--- config.mk ---
export PLATFORM = sky130hd
export DESIGN_NAME = pttbl_div
export DESIGN_NICKNAME = d
export VERILOG_FILES = /design/src/pttbl_pkg.sv /design/src/pttbl_div.sv
export SDC_FILE = /design/constraint.sdc
export NUM_CORES = 1
export LEC_CHECK = 0
export ABC_CLOCK_PERIOD_IN_PS = 7560
export BUFFER_PORTS_ARGS = -buffer_cell sky130_fd_sc_hd__buf_2
export CAP_MARGIN = 10
export CELL_PAD_IN_SITES_DETAIL_PLACEMENT = 1
export CELL_PAD_IN_SITES_GLOBAL_PLACEMENT = 1
export CORE_MARGIN = 10
export CORE_UTILIZATION = 35
export DETAILED_ROUTE_END_ITERATION = 16
export GPL_TIMING_DRIVEN = 0
export PLACE_DENSITY_LB_ADDON = 0.1
export SLEW_MARGIN = 30
export SYNTH_ARGS = -nofsm -noshare
export SYNTH_HDL_FRONTEND = slang
export SYNTH_SLANG_ARGS = --single-unit
--- constraint.sdc ---
create_clock -name clock -period 7.56 [get_ports clock]
set_input_delay 1.512 -clock clock [delete_from_list [all_inputs] [get_ports clock]]
set_output_delay 1.512 -clock clock [all_outputs]
set_load 0.02 [all_outputs]
--- src/pttbl_pkg.sv ---
package pttbl_pkg;

   // operation codes
   localparam logic [1:0] MODE_OBSERVE = 2'd0;
   localparam logic [1:0] MODE_SATISFY = 2'd1;
   localparam logic [1:0] MODE_PEEK    = 2'd2;

   // shared divider widths
   localparam int DIV_NUM_W = 48;
   localparam int DIV_DEN_W = 32;
   localparam int DIV_CNT_W = 6;

   localparam logic [10:0] CONF_ONE       = 11'd1024;
   localparam logic [16:0] DEFICIT_Q_MAX  = 17'd65536;
   localparam logic [26:0] SCORE_ROUNDING = 27'd750;

   // divide by 1500 as multiply by ceil(2^38/1500), exact for 27-bit sums
   localparam logic [27:0] SCORE_RECIP    = 28'd183251938;
   localparam int          SCORE_SHIFT    = 38;

   // one table entry
   typedef struct packed {
      logic [63:0]        key;
      logic [31:0]        obs;
      logic [31:0]        unres;
      logic [31:0]        lowc;
      logic [41:0]        deficit;
      logic signed [31:0] newest_ord;
      logic [16:0]        priority_q;
   } entry_rec_type;

   typedef enum logic [3:0] {
      ST_IDLE,
      ST_SCAN_RD,
      ST_SCAN_CMP,
      ST_DECIDE,
      ST_UPD,
      ST_DIV_DEF_GO,
      ST_DIV_DEF_WAIT,
      ST_SCORE,
      ST_PRI_MUL,
      ST_PRI_SET,
      ST_WRITE,
      ST_SHIFT_RD,
      ST_SHIFT_WR,
      ST_DONE
   } state_type;

endpackage

--- src/pttbl_div.sv ---
module pttbl_div
   import pttbl_pkg::*;
(
   input  logic                 clock,
   input  logic                 reset,
   input  logic                 start,
   input  logic [DIV_NUM_W-1:0] dividend,
   input  logic [DIV_DEN_W-1:0] divisor,
   output logic                 done,
   output logic [DIV_NUM_W-1:0] quotient
);

   logic                 run_ff;
   logic                 done_ff;
   logic [DIV_CNT_W-1:0] cnt_ff;
   logic [DIV_DEN_W:0]   rem_ff;
   logic [DIV_NUM_W-1:0] quo_ff;
   logic [DIV_DEN_W-1:0] den_ff;
   logic [DIV_DEN_W:0]   rem_sh;
   logic                 fits;

   // one restoring step per cycle
   always_comb begin
      rem_sh = {rem_ff[DIV_DEN_W-1:0], quo_ff[DIV_NUM_W-1]};
      fits   = rem_sh >= {1'b0, den_ff};
   end

   // control
   always_ff @(posedge clock) begin
      if (reset) begin
         run_ff  <= 1'b0;
         done_ff <= 1'b0;
         cnt_ff  <= '0;
      end else begin
         done_ff <= 1'b0;
         if (start) begin
            run_ff <= 1'b1;
            cnt_ff <= '0;
         end else if (run_ff) begin
            cnt_ff <= cnt_ff + 1'b1;
            if (cnt_ff == DIV_CNT_W'(DIV_NUM_W - 1)) begin
               run_ff  <= 1'b0;
               done_ff <= 1'b1;
            end
         end
      end
   end

   // datapath
   always_ff @(posedge clock) begin
      if (start) begin
         rem_ff <= '0;
         quo_ff <= dividend;
         den_ff <= divisor;
      end else if (run_ff) begin
         rem_ff <= fits ? rem_sh - {1'b0, den_ff} : rem_sh;
         quo_ff <= {quo_ff[DIV_NUM_W-2:0], fits};
      end
   end

   assign done     = done_ff;
   assign quotient = quo_ff;

endmodule

# After elaboration in Yosys (flattened, before gate mapping)
# Index checks and enable logic that the tools add are counted.
# classes
n_eq_ne,1
mul,0
reduce_logical,3
bitwise_logic,1
div_mod_pow,0
addsub,2
n_lt_le_gt_ge,1
muxes,7
n_shift,0
# ops
cell,count
2-to-1 mux 48 bit,2
greater-or-equal comparator 33 x 32 -> 1 bit,1
2-to-1 mux 32 bit,1
subtractor 32 bit,1
"adder 6 x 1 -> 6 bit, second input constant",1
"== test 6 bit, second input constant",1
2-to-1 mux 1 bit,4
OR reduction 3 bit,1
nonzero test 2 bit,1
OR reduction 2 bit,1
NOT 1 bit,1
# totals
word_cells,21
register_bits,120
mem_bits_ro,0
n_memories,0
latchBits,0
inputBits,83
mem_bits_rw,0
out_inout_bits,49

# Longest topological paths before layout
# Gate-level depths: netlist (run 1).
# logic_depth
depth_word,4
depth_mapped,14
depth_no_buf,12

# Worst setup path before layout (run 1)
# No wires, ideal clock.
# synth_path
path_kind,input -> register
from,input start
to,"register quo_ff[0], in the netlist quotient[0] (enable)"
n_path_buf,2
path_slack_ns,4.367
arrival_time_ns,2.809
required_ns,7.176
setup_ns,0.384
cell_stages,3
cell_sequence,clkbuf_1 > clkbuf_1 > or2_2
# synth_between
elab_chain_len,1
# synth_lines
item,line,rtl
start: declaration,pttbl_div.sv:6,"input logic start,"
nonzero test 2 bit (no line),-,
end signal: assignment,pttbl_div.sv:53,quo_ff <= dividend;
end signal: assignment,pttbl_div.sv:57,"quo_ff <= {quo_ff[DIV_NUM_W-2:0], fits};"
end: declaration,pttbl_div.sv:17,logic [DIV_NUM_W-1:0] quo_ff;
# No other way between the ends.
# A chain may end at the register's enable or synchronous reset.

# Worst setup path after layout (run 1)
# layout_path
from,input start
to,"register quo_ff[20], in the netlist quotient[20] (enable)"
# Same word-level chain as after synthesis.

==> results.json, run 1 <==
{
  "status": "completed",
  "tightest_slew_ps": 839,
  "clkTransAtPathRegs_ps": 60,
  "routed_via_density": 5.08,
  "ant_nets": 0,
  "numPortBuffers": 131,
  "grt_pass1_wl_mm": 30.8,
  "rsz0062_at_grt": "false",
  "synth-async-reset-ratio_pct": 0,
  "yosys.area_share.xor_xnor_pct": 4.06,
  "synthMuxAreaShare_pct": 12.8,
  "worstPathRequired_ps": 7620,
  "setup_ws_ps": 3700,
  "rows": 50,
  "crit_arrival_ps": 3910,
  "cp-startpoint": "start",
  "antenna_found_initial": 5,
  "drive_above_1_share_pct": 29.7,
  "synthesis.area_mm2": 0.00668,
  "final_common_cell": "buf_2",
  "relSlewSlack_pct": 44.1,
  "grt_pass1_vias": 5738,
  "drt_iter0_markers": 165,
  "synthAdderAreaFrac_pct": 6.48,
  "ys_ff_latch": 120,
  "yosysWarnings": 0,
  "slew_viol_final": 0,
  "final_cell_mix": "132 x buf_2, 80 x edfxtp_1, 50 x mux2_2, 49 x nor2_1, 41 x a21oi_1",
  "p_leak_nw": 3.45,
  "nNetsFinal": 878,
  "cts-buffers-inserted": 17,
  "place_area_mm2": 0.00763,
  "synthesis.nets": 728,
  "setup_tns_ps": 0,
  "drc_errors": 0,
  "clockBufferDepth": 2,
  "period_share_pct": 51.0,
  "cts_setup_buffers": 0,
  "synth_edf_count": 80,
  "clk_latency_ps": 430,
  "finalHoldViolCount": 0,
  "critPathKind": "in2reg",
  "start_kind": "primary input",
  "cts_resized": 0,
  "grt_use_total_pct": 15.8,
  "path_max_fanout": 48,
  "core_area_mm2": 0.0188,
  "cts.sinks": 120,
  "rr_startpoint": "quotient[47]$_DFFE_PP_",
  "htreeDepth": 4,
  "synth_compound_gate_area_share_pct": 14.9,
  "cts_root_buf": "clkbuf_16",
  "cts_tree": "yes",
  "power_density_mw_per_mm2": 260,
  "synth.avg_cell_area_um2": 10.9,
  "dieArea_mm2": 0.0250,
  "yosysSeqAreaShare_pct": 47.9,
  "finalWirelength_mm": 19.5,
  "end_kind": "flop",
  "dp_slack_ps": 3080,
  "fin_skew_ps": 11.9,
  "finalSetupViolCount": 0,
  "synth_top_family_by_area": "compound AO/OA/AOI/OAI gates",
  "first_pass_iters": 4,
  "yosys.area_share.simple_pct": 9.36,
  "vias": 5129,
  "gr-total-overflow": 0,
  "area_growth_pct": 23.5,
  "num_io_pins": 132,
  "syn_inst": 611,
  "post-dp-hpwl_mm": 14.6,
  "fmax_mhz": 259,
  "max_cap_violations": 0,
  "die_y_um": 158,
  "reg2reg_slack_ps": 4170,
  "final_cell_area_mm2": 0.00825,
  "ys.flop_type": "edfxtp_1",
  "min_from": "rem_ff[11]$_SDFFE_PP0P_",
  "die_w_um": 158,
  "wl_per_cell_um": 19.3,
  "grt_max_degree": 49,
  "gp_congestion": 0.860,
  "ir_worst_vdd_v": 0.000166,
  "start_util_pct": 35.6,
  "yosys.cell_types.count": 54,
  "hp-class": "reg2reg",
  "layout_min_cycle_time_ps": 3860,
  "cts_hold_buf": 0
}
## metal layers
metal / up-vias / part of all wire, % / GRT usage, %
met5: - / 0.14 / 0
met4: 4 / 1.4 / 4.50
met3: 21 / 8.1 / 7.41
met2: 129 / 47 / 25.1
met1: 2431 / 44 / 18.8
li1: 2544 / - / -
## power by group
part	internal [W]	leakage, nW	switching [W]
Combinational	0.000195	2.03	0.000284
Sequential	0.000769	1.12	0.0000327
Clock	0.000526	0.295	0.000336
Total	0.00149	3.45	0.000653
## cells by family (layout without fill, tap and decap cells)
logic type / Yosys count / after routing
simple gates: 137 / 137
compound gates: 139 / 139
flops: 120 / 120
xor+xnor: 31 / 31
buf+inv: 71 / 234
fa+ha+maj: 34 / 34
mux: 79 / 79
other cells: 0 / 2
## cells in the mapped netlist (all sizes together) (2+ instances only)
master | n | area, µm²
o211ai | 5 | 42.5
a2111oi | 3 | 51.3
dfxtp | 40 | 801
clkbuf | 25 | 93.8
nand4 | 11 | 68.8
xor2 | 14 | 123
o21a | 9 | 67.6
a21oi | 41 | 205
or3 | 2 | 12.5
ha | 33 | 413
edfxtp | 80 | 2400
and3 | 2 | 12.5
nor2b | 5 | 31.3
nand3 | 8 | 40.0
nand2b | 7 | 43.8
a311oi | 2 | 17.5
nor2 | 49 | 184
or2 | 4 | 25.0
xnor2 | 17 | 149
a31oi | 7 | 65.1
o21bai | 7 | 63.8
mux2i | 28 | 280
o2bb2ai | 2 | 17.5
buf | 6 | 53.8
nand2 | 40 | 150
inv | 40 | 150
o31ai | 3 | 22.5
mux2 | 51 | 574
a211oi | 25 | 188
nor3 | 6 | 30.0
a21o | 12 | 90.1
a41oi | 3 | 33.8
o21ai | 13 | 65.1
## layout make-up
class	count	area, µm²
sequential	120	3200
tap	234	293
inverter	40	150
timing repair buffer	131	656
buffer	31	148
fill	2089	10500
clock buffer	17	425
clock inverter	15	190
antenna	2	5.00
multi-input combinational	420	3180
## worst paths after layout
| kind | end | depth (start not counted) |
|---|---|---|
| worst min-delay path | rem_ff[11]$_SDFFE_PP0P_ | 2 |
| worst max register to register | rem_ff[30]$_SDFFE_PP0P_ | 11 |
| worst min register to register | rem_ff[11]$_SDFFE_PP0P_ | 2 |
| worst max-delay path | quotient[20]$_DFFE_PP_ | 4 |
## critical path: stages
cell and delay, ps:
buf_2 640, clkbuf_1 510, clkbuf_1 530, or2_4 680
## flip-flops by register name, summed over array words and instances (netlist names)
signal	flops
cnt_ff	6
den_ff	32
done	1
quotient	48
rem_ff	32
run_ff	1
## stage by stage
| step | hold WS (ps) | utilization (%) | instances | power [W] |
|---|---|---|---|---|
| floorplan | 454 | - | 611 | 0.00115 |
| global placement | 469 | 40.7 | 976 | 0.00128 |
| detailed placement | 486 | 40.7 | 976 | 0.00129 |
| CTS | 492 | 44.0 | 1008 | 0.00217 |
| global route | 521 | 44.0 | 1009 | 0.00225 |
| finish | 493 | 44.0 | 1010 | 0.00214 |
(Power assumes the default switching activity.)
==> run 2, diff against run 1 <==
Settings changed: ABC_AREA from default to 1, ABC_CLOCK_PERIOD_IN_PS 7560 to 3900.
Clock period 7.56 ns to 3.9 ns, I/O delays scaled along.
==> results.json, run 2 <==
{
  "critPathMaxStageDelay_ps": 630,
  "ant_nets": 0,
  "fmax_mhz": 370,
  "largest_register_ffs": 48,
  "finalWirelength_mm": 24.1,
  "cts_setup_buffers": 0,
  "worstPathRequired_ps": 4040,
  "final_common_cell": "nand2_1",
  "syn_inst": 1068,
  "synth_top_area_share_pct": 31.8,
  "multi_input_comb_area_mm2": 0.00351,
  "antenna_found_initial": 4,
  "grt_use_total_pct": 17.4,
  "critPathKind": "in2reg",
  "synth_edf_count": 80,
  "hold_ws_ps": 474,
  "power_density_mw_per_mm2": 381,
  "cts_hold_buf": 0,
  "synth-async-reset-ratio_pct": 0,
  "yosys.area.top_type": "edfxtp_1",
  "slew_viol_final": 0,
  "rsz0062_at_grt": "false",
  "netlist_top_cells_count": "457 x nand2_1, 181 x inv_1, 83 x nand3_1, 80 x edfxtp_1, 47 x nor2_1",
  "yosysWarnings": 0,
  "slowest_stage": "buf_2",
  "yosysSeqAreaShare_pct": 42.3,
  "die_w_um": 167,
  "clk_latency_ps": 440,
  "dieArea_mm2": 0.0279,
  "yosys.cell_types.count": 37,
  "path_cells": "buf_2 -> clkbuf_1 -> nor2_1 -> inv_1 -> clkbuf_4 -> buf_12",
  "place_inst": 1475,
  "cts.sinks": 120,
  "path_buf_inv": 5,
  "seqCellArea_mm2": 0.00320,
  "gr-total-overflow": 0,
  "finalSetupViolCount": 0,
  "routed_via_density": 4.69,
  "p_total_w": 0.00349,
  "num_io_pins": 132,
  "synth.avg_cell_area_um2": 7.08,
  "synthesis.nets": 1185,
  "rows": 53,
  "layout_min_cycle_time_ps": 2700,
  "postLayoutCoreUtil_pct": 43.3,
  "gp_congestion": 0.914,
  "ys_ff_latch": 120,
  "drt_iter0_markers": 306,
  "yosysMostFrequentCell": "nand2_1",
  "fin_skew_ps": 18.6,
  "nNetsFinal": 1336,
  "start_kind": "primary input",
  "hp-class": "reg2reg",
  "p_leak_nw": 4.86,
  "ys.flop_type": "edfxtp_1",
  "grt_pass1_wl_mm": 39.4,
  "synthesis.area_mm2": 0.00757,
  "period_share_pct": 69.2,
  "start_util_pct": 35.8,
  "finalHoldViolCount": 0,
  "path_max_fanout": 34,
  "vias": 7077,
  "ir_worst_vdd_v": 0.000268,
  "path_delay_family": "buffers and inverters",
  "stdcell_count": 1510,
  "core_area_mm2": 0.0212,
  "fillCellCount": 2742,
  "cts_root_buf": "clkbuf_16",
  "crit_arrival_ps": 2840,
  "htreeDepth": 4,
  "max_cap_violations": 0,
  "cts-buffers-inserted": 17,
  "final_cell_mix": "457 x nand2_1, 181 x inv_1, 133 x buf_2, 83 x nand3_1, 80 x edfxtp_1",
  "wl_per_cell_um": 16.0,
  "tightest_slew_ps": 829,
  "numPortBuffers": 131,
  "cts_tree": "yes",
  "clockBufferDepth": 2,
  "end_kind": "flop",
  "area_growth_pct": 21.0,
  "drc_errors": 0,
  "drive_above_1_share_pct": 15.9,
  "die_y_um": 167,
  "grt_pass1_vias": 7683,
  "clkTransAtPathRegs_ps": 60,
  "cts_resized": 0,
  "synthTopCellsByArea": "edfxtp_1 32%, nand2_1 23%, dfxtp_1 11%",
  "post-dp-hpwl_mm": 19.0,
  "status": "completed",
  "relSlewSlack_pct": 44.7,
  "grt_max_degree": 35,
  "first_pass_iters": 5
}
[run 2: cell types whose count changed after synthesis, moves of 13 or more]
cell      before  now
inv_1         40  181
a21oi_1       41   22
a211oi_1      25    0
nand3b_1       0   13
nand2_1       40  457
mux2_2        50    0
mux2i_1       28    0
xor2_1        14    1
nand3_1        8   83
[run 2: logic make-up (layout without fill, tap and decap cells)]
kind of cell	Yosys count	after routing	synth area share (%)
AOI/OAI and AO/OA	49	49	3.49
and+or+nand+nor	638	638	35.5
DFF	120	120	42.3
adders and majority gates	34	34	5.72
buffers and inverters	213	377	11.3
xor gates and xnor gates	14	14	1.62
other	0	3	0
[run 2: final cells by class]
| class | instances | share of cell area (%) |
|---|---|---|
| Tap cell | 275 | 3.76 |
| Timing Repair Buffer | 132 | 7.38 |
| Clock buffer | 18 | 4.69 |
| Inverter | 187 | 7.67 |
| Buffer | 26 | 1.71 |
| Sequential cell | 120 | 35.0 |
| Clock inverter | 14 | 1.39 |
| Multi-Input combinational cell | 735 | 38.3 |
| Antenna cell | 3 | 0.0820 |
[run 2: worst paths after layout]
path | from | end | slack, ps | cells after the start
worst min register to register | rem_ff[13]$_SDFFE_PP0P_ | rem_ff[13]$_SDFFE_PP0P_ | 470 | 2
worst max-delay path | start | quotient[39]$_DFFE_PP_ | 1200 | 6
worst min-delay path | rem_ff[13]$_SDFFE_PP0P_ | rem_ff[13]$_SDFFE_PP0P_ | 470 | 2
worst max register to register | den_ff[8]$_DFFE_PP_ | rem_ff[17]$_SDFFE_PP0P_ | 1510 | 15
[run 2: where the power goes]
part,switching [W],internal (W)
clock,0.000706,0.000841
combinational,0.000304,0.000149
sequential,0.0000376,0.00146
[run 2: through the flow]
stage	setup TNS (ps)	setup WS (ps)	cell area, µm²
after floorplan	0	772	7570
after global placement	-61090	-1100	8570
after detailed placement	0	678	8590
after CTS	0	1130	9150
after global routing	0	999	9150
final	0	1200	9150
[run 2: routing by layer]
layer / wire, µm / track usage (%) / vias to the layer above
met5: 14 / 0 / -
met4: 457 / 5.38 / 4
met3: 1960 / 7.20 / 37
met2: 11100 / 28.3 / 160
met1: 10600 / 20.4 / 3250
li1: - / - / 3626
[run 2: worst reg2reg max path, cell delays in order (launching register included)]
cell	delay, ps
edfxtp_1	360
inv_1	70
ha_1	270
nand2_1	170
inv_1	60
nand2_1	60
nand2_1	80
inv_1	70
nand3_2	130
nand2_1	110
nand2_1	100
nand2_4	160
buf_2	350
nand3b_1	130
nand3_1	100
nand2_1	60
==> run 3, diff against run 2 <==
Settings changed: ABC_AREA 1 to 0, ABC_CLOCK_PERIOD_IN_PS 3900 to 2830.
Clock period 3.9 ns to 2.83 ns, I/O delays scaled along.
==> results.json, run 3 (synthesis gave the netlist of run 1 again) <==
{
  "grt_pass1_wl_mm": 32.7,
  "core_area_mm2": 0.0188,
  "fmax_mhz": 336,
  "gr-total-overflow": 0,
  "critPathKind": "reg2reg",
  "vias": 5357,
  "finalSetupViolCount": 3,
  "grt_pass1_vias": 5954,
  "ir_worst_vdd_v": 0.000374,
  "gp_congestion": 0.844,
  "cp-startpoint": "den_ff[0]$_DFFE_PP_",
  "fin_skew_ps": 11.4,
  "htreeDepth": 4,
  "tightest_slew_ps": 787,
  "crit_arrival_ps": 3320,
  "slew_viol_final": 0,
  "critical_path.endpoint": "rem_ff[30]$_SDFFE_PP0P_",
  "grt_use_total_pct": 16.9,
  "num_io_pins": 132,
  "cts-buffers-inserted": 17,
  "final_cell_mix": "130 x buf_2, 80 x edfxtp_1, 50 x mux2_2, 48 x nor2_1, 40 x dfxtp_1",
  "p_total_w": 0.00581,
  "cts.sinks": 120,
  "setup_ws_ps": -146,
  "rows": 50,
  "cts_root_buf": "clkbuf_16",
  "rsz0062_at_grt": "true",
  "antenna_found_initial": 5,
  "reg2reg_slack_ps": -150,
  "dp_slack_ps": -604,
  "status": "complete, but fails checks",
  "path_max_fanout": 2,
  "die_w_um": 158,
  "fillCellCount": 2035,
  "clk_latency_ps": 430,
  "reg2reg_to": "rem_ff[30]$_SDFFE_PP0P_",
  "p_leak_nw": 3.60,
  "finalWirelength_mm": 20.9,
  "max_cap_violations": 0,
  "cts_tree": "yes",
  "wl_per_cell_um": 20.3,
  "clkTransAtPathRegs_ps": 70,
  "area_growth_pct": 32.9,
  "finalHoldViolCount": 0,
  "start_util_pct": 35.6,
  "hold_ws_ps": 308,
  "cts_hold_buf": 0,
  "reg2reg_depth": 10,
  "setup_tns_ps": -232,
  "rr_startpoint": "den_ff[0]$_DFFE_PP_",
  "post-dp-hpwl_mm": 14.7,
  "hp-class": "in2reg",
  "final_cell_area_mm2": 0.00888,
  "nNetsFinal": 898,
  "largest_register_ffs": 48,
  "start_kind": "flop",
  "routed_via_density": 5.20,
  "failed_checks": "setup timing",
  "grt_max_degree": 35,
  "relSlewSlack_pct": 47.6,
  "power_density_mw_per_mm2": 655,
  "period_share_pct": 105,
  "drt_iter0_markers": 186,
  "die_y_um": 158,
  "layout_min_cycle_time_ps": 2980,
  "place_area_mm2": 0.00764,
  "worstPathRequired_ps": 3170,
  "final_common_cell": "buf_2",
  "dieArea_mm2": 0.0250,
  "ant_nets": 0,
  "multi_input_comb_area_mm2": 0.00363,
  "clockBufferDepth": 2,
  "seqCellArea_mm2": 0.00320,
  "drc_errors": 0,
  "drive_above_1_share_pct": 39.7,
  "first_pass_iters": 4,
  "numPortBuffers": 131,
  "end_kind": "flop"
}
==> run 3: cell types whose count changed in the layout (fill, tap and decap cells not counted), sizes merged, moves of 25 or more <==
| cell | before | now |
|---|---|---|
| nand2 | 467 | 40 |
| a211oi | 0 | 25 |
| mux2i | 0 | 28 |
| inv | 193 | 43 |
| nand3 | 84 | 8 |
| mux2 | 0 | 51 |
==> run 3: worst min-delay path by stage <==
| stage | from | endpoint | slack, ps | cells past startpoint |
|---|---|---|---|---|
| after global routing | divisor[0] | den_ff[0]$_DFFE_PP_ | 290 | 1 |
| after floorplan | cnt_ff[5]$_SDFFE_PP0P_ | cnt_ff[5]$_SDFFE_PP0P_ | 450 | 2 |
| after CTS | divisor[0] | den_ff[0]$_DFFE_PP_ | 290 | 1 |
| after global placement | cnt_ff[5]$_SDFFE_PP0P_ | cnt_ff[5]$_SDFFE_PP0P_ | 470 | 2 |
| after detailed placement | rem_ff[11]$_SDFFE_PP0P_ | rem_ff[11]$_SDFFE_PP0P_ | 480 | 2 |
| final | divisor[0] | den_ff[0]$_DFFE_PP_ | 310 | 1 |
==> run 3: worst max-delay path: stages (launching register included) <==
cell and delay [ps]:
edfxtp_1 410, ha_4 190, fa_2 370, nor2b_4 160
o2111ai_4 150, a2111oi_4 420, o31ai_4 150, a41oi_2 300
a41oi_2 190, mux2_2 310, a311oi_2 250
==> run 3: timing repair <==
action	4_1_cts	5_1_grt
gates cloned	3	0
pin swaps	41	32
resized for setup	52	51
endpoints found under the setup margin	81	33
buffers inserted	20	11
==> run 3: power by group <==
part / leakage, nW / switching, W / total (W) / internal [W]
Combinational: 2.20 / 0.000875 / 0.00157 / 0.000699
Clock: 0.272 / 0.000877 / 0.00209 / 0.00121
Sequential: 1.12 / 0.0000967 / 0.00215 / 0.00205
==> run 3: final cells by class <==
cell class / count / area share [%]
multi-input cells: 421 / 40.9
flip-flops and latches: 120 / 36.1
repair buffers: 161 / 10.7
clock buffers: 18 / 4.83
well taps: 234 / 3.30
inverters: 40 / 1.69
clock inverters: 14 / 1.42
plain buffers: 20 / 1.01
diodes: 3 / 0.0845
==> run 3: layer usage <==
layer | global-route usage, % | wire (µm) | vias to the layer above
met1 | 19.7 | 8980 | 2608
met2 | 27.1 | 9880 | 132
li1 | - | - | 2588
met3 | 7.92 | 1740 | 25
met4 | 5.12 | 310 | 4
met5 | 0 | 14 | -
==> run 3: metrics by stage <==
step	utilization [%]	std cells
after global placement	40.7	976
after global routing	47.3	1028
after CTS	46.1	1026
final	47.3	1031
after detailed placement	40.7	976
after floorplan	-	611
